--- src/atpa_pkg.sv ---
// ----------------------------------------------------------------------------
// atpa_pkg
// Shared types, fixed-point constants and rounding helper for the atan2 core.
// ----------------------------------------------------------------------------
package atpa_pkg;

	localparam int COORD_WIDTH_DEF = 24;
	localparam int ANGLE_FRAC_DEF  = 13;

	localparam int RATIO_FRAC = 15;
	localparam int POLY_FRAC  = 30;
	localparam int QBITS      = RATIO_FRAC + 2;  // one extra bit for rounding
	localparam int ACC_W      = 32;
	localparam int ANGLE_W    = 16;
	localparam int TOT_W      = 35;

	// odd polynomial coefficients a1..a11, 30 fraction bits
	localparam logic signed [ACC_W-1:0] POLY_COEF [0:5] = '{
		32'sd1073717407,
		-32'sd357151731,
		32'sd207815708,
		-32'sd125018842,
		32'sd56536072,
		-32'sd12585543
	};

	localparam logic signed [TOT_W-1:0] FX_PI      = 35'sd3373259426;
	localparam logic signed [TOT_W-1:0] FX_HALF_PI = 35'sd1686629713;

	typedef struct packed {
		logic ysign;
		logic xneg;
		logic swap;
		logic rneg;
		logic origin;
	} side_t;

	// arithmetic shift right by s, rounded half away from zero
	function automatic logic signed [63:0] rnd_sh(input logic signed [63:0] v,
		input int unsigned s);
		logic signed [63:0] h;
		logic signed [63:0] b;
		h = 64'sd1 <<< (s - 1);
		b = v[63] ? 64'sd1 : 64'sd0;
		return (v + h - b) >>> s;
	endfunction

endpackage

--- src/atpa_div.sv ---
// ----------------------------------------------------------------------------
// atpa_div
// Restoring divider, one quotient bit per stage: floor(mn * 2^16 / md).
// ----------------------------------------------------------------------------
module atpa_div import atpa_pkg::*; #(
	parameter int W = COORD_WIDTH_DEF
) (
	input  logic                clk,
	input  logic                arst_n,
	input  logic                in_valid,
	output logic                in_ready,
	input  logic [W-1:0]        mn,
	input  logic [W-1:0]        md,
	input  side_t               side_in,
	output logic                out_valid,
	input  logic                out_ready,
	output logic [QBITS-1:0]    q,
	output side_t               side_out
);

	localparam int NS = QBITS;

	logic [NS-1:0]    v_s;
	logic [NS:0]      en;
	logic [W-1:0]     rem_s  [NS];
	logic [W-1:0]     md_s   [NS];
	logic [QBITS-1:0] q_s    [NS];
	side_t            side_s [NS];

	assign en[NS] = out_ready;

	for (genvar i = 0; i < NS; i++) begin : g_stage
		logic             vin;
		logic [W:0]       trial;
		logic [W-1:0]     md_in;
		logic [QBITS-1:0] q_in;
		side_t            sd_in;
		logic             ge;

		if (i == 0) begin : g_first
			assign vin   = in_valid;
			assign trial = {1'b0, mn};
			assign md_in = md;
			assign q_in  = '0;
			assign sd_in = side_in;
		end else begin : g_next
			assign vin   = v_s[i-1];
			assign trial = {rem_s[i-1], 1'b0};
			assign md_in = md_s[i-1];
			assign q_in  = q_s[i-1];
			assign sd_in = side_s[i-1];
		end

		assign ge    = trial >= {1'b0, md_in};
		assign en[i] = !v_s[i] || en[i+1];

		always_ff @(posedge clk or negedge arst_n) begin
			if (!arst_n) begin
				v_s[i] <= 1'b0;
			end else if (en[i]) begin
				v_s[i] <= vin;
			end
		end

		always_ff @(posedge clk) begin
			if (en[i]) begin
				rem_s[i]  <= ge ? W'(trial - {1'b0, md_in}) : trial[W-1:0];
				md_s[i]   <= md_in;
				q_s[i]    <= {q_in[QBITS-2:0], ge};
				side_s[i] <= sd_in;
			end
		end
	end

	assign in_ready  = en[0];
	assign out_valid = v_s[NS-1];
	assign q         = q_s[NS-1];
	assign side_out  = side_s[NS-1];

endmodule

--- config.mk ---
export PLATFORM = sky130hd
export DESIGN_NAME = atpa_div
export DESIGN_NICKNAME = d
export VERILOG_FILES = /design/src/atpa_pkg.sv /design/src/atpa_div.sv
export SDC_FILE = /design/constraint.sdc
export NUM_CORES = 2
export LEC_CHECK = 0
export BUFFER_PORTS_ARGS = -buffer_cell sky130_fd_sc_hd__buf_2
export CORE_AREA = 2 2 432 434
export DETAILED_ROUTE_END_ITERATION = 6
export DIE_AREA = 0 0 434 436
export PLACE_DENSITY = 0.45
export SLEW_MARGIN = 20
export SYNTH_ARGS = -nofsm -noshare
export SYNTH_HDL_FRONTEND = slang
export SYNTH_SLANG_ARGS = --single-unit
--- constraint.sdc ---
create_clock -name clk -period 23.1 [get_ports clk]
set_clock_uncertainty 0.2 [all_clocks]
set_input_delay 4.62 -clock clk [delete_from_list [all_inputs] [get_ports clk]]
set_output_delay 4.62 -clock clk [all_outputs]
set_load 0.01 [all_outputs]
==> metrics.json <==
{
  "worstSetupEndpointType": {"value": "output pin"},
  "floorplan.die_area": {"value": 189000, "unit": "µm²"},
  "netSwitchingFraction": {"value": 37.5, "unit": "%"},
  "area_growth": {"value": 14.0, "unit": "%"},
  "worst_path_largest_cell_delay": {"value": 0.64, "unit": "ns"},
  "finish.net_count": {"value": 5401},
  "detailroute.via_count": {"value": 35200},
  "wl_per_cell": {"value": 17.3, "unit": "µm"},
  "final_hold_viol_count": {"value": 0},
  "final_antenna_net_count": {"value": 0},
  "worst_min_path_class": {"value": "flip-flop to flip-flop"},
  "cts.reportedPaths.clkPinSlew": {"value": 0.06, "unit": "ns"},
  "rows": {"value": 158},
  "fin_tns_setup": {"value": 0, "unit": "ns"},
  "critPathArrivalTime": {"value": 8.06, "unit": "ns"},
  "ys_warn_count": {"value": 0},
  "cts_sinks": {"value": 1023},
  "route.detailed.drc": {"value": 0},
  "max-vdd-ir-drop": {"value": 0.0000683, "unit": "V"},
  "grt_max_degree": {"value": 71},
  "floorplan.initialDensity": {"value": 29.9, "unit": "%"},
  "worstPathCellList": {"value": "buf_2, nor2b_1, and3_1, and3_1, inv_2, nor3_1, and2_1, nand3_4, nor2_1, nand2_4, buf_2"},
  "netlist_top_cells_area": {"value": "sky130_fd_sc_hd__edfxtp_1 55%, sky130_fd_sc_hd__ha_1 9.2%, sky130_fd_sc_hd__inv_1 3.7%"},
  "synth_fp_nets": {"value": 5221},
  "synthesis.area": {"value": 55200, "unit": "µm²"},
  "max_freq": {"value": 0.0776, "unit": "GHz"},
  "placeableCoreArea": {"value": 185000, "unit": "µm²"},
  "total_of_cells_resized_after_clock_tree_synthesis": {"value": 0},
  "netlist.area_leader.share": {"value": 54.8, "unit": "%"},
  "maxCapViolCount": {"value": 0},
  "global_route.usage.total": {"value": 13.8, "unit": "%"},
  "hpwlAfterDp": {"value": 102000, "unit": "µm"},
  "postCtsHoldBufs": {"value": 0},
  "post_synth.cell_area_avg": {"value": 11.6, "unit": "µm²"},
  "most_common_cell_in_the_synthesized_netlist": {"value": "sky130_fd_sc_hd__edfxtp_1"},
  "fin_cells": {"value": 7507},
  "grt_antenna_before_repair": {"value": 2},
  "clk_latency_worst_skew_pair": {"value": 0.76, "unit": "ns"},
  "synth_enable_flop_cells": {"value": 1006},
  "grt_setup_unrepaired": {"value": "no"},
  "cts_buffers": {"value": 130},
  "grt_first_pass_wirelength": {"value": 202000, "unit": "µm"},
  "port_buffers": {"value": 80},
  "first_global_vias": {"value": 36500},
  "final_worst_hold_slack": {"value": 0.196, "unit": "ns"},
  "cp.required": {"value": 18.28, "unit": "ns"},
  "drtIter0Drc": {"value": 1727},
  "die_height": {"value": 436, "unit": "µm"},
  "cell_type_with_the_highest_aggregate_area_in_the_netlist": {"value": "sky130_fd_sc_hd__edfxtp_1"},
  "path_max_fanout": {"value": 58},
  "clockRootBuffer": {"value": "sky130_fd_sc_hd__clkbuf_16"},
  "min_period_over_period": {"value": 55.8, "unit": "%"},
  "status": {"value": "completed"},
  "synth_cells": {"value": 4741},
  "p_comb_share": {"value": 44.5, "unit": "%"},
  "pwr-share-seq": {"value": 34.7, "unit": "%"},
  "max-clock-path-buffers": {"value": 3},
  "postSynth.topFlopCell": {"value": "sky130_fd_sc_hd__edfxtp_1"},
  "gp_congestion": {"value": 0.906},
  "max_transition_viols_final": {"value": 0},
  "power.density": {"value": 151, "unit": "nW/µm²"},
  "routed_wirelength": {"value": 130000, "unit": "µm"},
  "ys_seq_area_share": {"value": 55.5, "unit": "%"},
  "p_switching": {"value": 0.00355, "unit": "W"},
  "fin_total_pwr": {"value": 0.00947, "unit": "W"},
  "worstSetupPathType": {"value": "input port to output pin"},
  "synth_async_sr_flop_share": {"value": 1.66, "unit": "%"},
  "synth_commonest_cells": {"value": "1,006 x sky130_fd_sc_hd__edfxtp_1, 542 x sky130_fd_sc_hd__inv_1, 407 x sky130_fd_sc_hd__ha_1"},
  "cts.htree.levels": {"value": 4},
  "timing_worst_slew_pin_value": {"value": 1.12, "unit": "ns"},
  "yosysUniqueCellTypes": {"value": 88},
  "post_cts_setup_inserts": {"value": 0},
  "timing.final.crit_period": {"value": 12.88, "unit": "ns"},
  "tritoncts": {"value": "built"},
  "timing.critical_path.from_type": {"value": "input port"},
  "internal_power": {"value": 0.00592, "unit": "W"},
  "critical-path-slowest-cell": {"value": "sky130_fd_sc_hd__nand3_4"},
  "drt_pass1_iterations": {"value": 5},
  "fp.dieW": {"value": 434, "unit": "µm"},
  "route.detailed.vias_per_inst": {"value": 4.69},
  "synth-seq-cells": {"value": 1023},
  "global_route.overflow_total": {"value": 0},
  "setup_viol": {"value": 0},
  "place.detailed.instances": {"value": 7269},
  "power_leakage": {"value": 25.8, "unit": "nW"},
  "io_pins": {"value": 81},
  "pwr-share-clk": {"value": 20.8, "unit": "%"},
  "fraction_of_layout_cells_with_a_size_suffix_above_1": {"value": 10.2, "unit": "%"},
  "finish.utilization": {"value": 34.1, "unit": "%"},
  "slew-limit-headroom": {"value": 24.1, "unit": "%"}
}
per-layer routing:
layer | track usage [%] | wire length [µm] | share of wire [%] | vias up
li1 | - | - | - | 17700
met1 | 13.6 | 47800 | 37 | 16700
met2 | 26.8 | 71100 | 55 | 551
met3 | 2.05 | 3520 | 2.7 | 293
met4 | 8.01 | 7460 | 5.7 | 0
met5 | 0 | 0 | 0 | -
power by group through the flow:
stage               registers (W)  clock network [W]  logic (W)
finish                    0.00329            0.00197    0.00421
global route              0.00336            0.00212    0.00474
CTS                       0.00330            0.00205    0.00425
detailed placement        0.00333                  0    0.00423
global placement          0.00333                  0    0.00420
floorplan                 0.00318                  0    0.00320
placed cells by master, fill, tap and decap left out, types with 37 or more instances in the layout:
cell                           n
sky130_fd_sc_hd__inv_1       535
sky130_fd_sc_hd__edfxtp_1   1006
sky130_fd_sc_hd__xnor2_1     171
sky130_fd_sc_hd__nand4_1      48
sky130_fd_sc_hd__xor2_1      114
sky130_fd_sc_hd__o21bai_1     37
sky130_fd_sc_hd__a21o_1      154
sky130_fd_sc_hd__o21a_1       66
sky130_fd_sc_hd__nand2b_1     61
sky130_fd_sc_hd__nor3_1       81
sky130_fd_sc_hd__buf_4        37
sky130_fd_sc_hd__a31oi_1      39
sky130_fd_sc_hd__nor2_1      279
sky130_fd_sc_hd__ha_1        407
sky130_fd_sc_hd__buf_2        80
sky130_fd_sc_hd__and3_1       37
sky130_fd_sc_hd__nor2b_1      68
sky130_fd_sc_hd__o21ai_0     292
sky130_fd_sc_hd__nand2_1     314
sky130_fd_sc_hd__mux2_2      120
sky130_fd_sc_hd__nand3_1      59
sky130_fd_sc_hd__clkbuf_16   132
sky130_fd_sc_hd__a21oi_1     342
path summary, 6_finish.rpt:
kind / start / endpoint / slack, ns / cells past startpoint
min in group asynchronous: arst_n / g_stage[1].vin / 3.60 / 1
max reg2reg: out_valid / side_s[0][3] / 18.53 / 10
max in group asynchronous: arst_n / g_stage[12].vin / 18.77 / 1
max: out_ready / in_ready / 10.22 / 11
min reg2reg: q_s[8][3] / q_s[9][4] / 0.20 / 0
min: q_s[8][3] / q_s[9][4] / 0.20 / 0
logic make-up after synthesis:
family,count (synthesis),synth area share [%]
AOI/OAI and AO/OA,1176,13.4
adders and majority gates,423,9.81
buffers and inverters,612,4.28
and+or+nand+nor,1071,9.25
muxes,151,3.17
DFF,1023,55.5
xor gates and xnor gates,285,4.53
worst max-delay path, delay by kind of cell:
kind	cells	cell delay (ns)
and+or+nand+nor	8	2.95
buffers and inverters	3	0.45
registers in the layout, summed over array words and instances (netlist names):
signal       flops
side_s          85
g_stage.vin     16
q_s            153
rem_s          384
md_s           384
out_valid        1
stage by stage:
stage / setup slack (ns) / area, µm²
3_3_place_gp: 10.12 / 58700
6_report: 10.22 / 62900
2_1_floorplan: 8.63 / 55200
5_1_grt: 9.78 / 62900
4_1_cts: 10.09 / 62900
3_5_place_dp: 10.10 / 58700
area by class of cell:
type,instances,area (µm²)
fill,18400,122000
sequential,1023,30600
multi-input combinational,3106,22300
clock buffer,163,3430
tap,2480,3100
inverter,543,2040
clock inverter,74,763
timing repair buffer,117,678
antenna,1,2.50
Power figures use the tool's default switching activity.
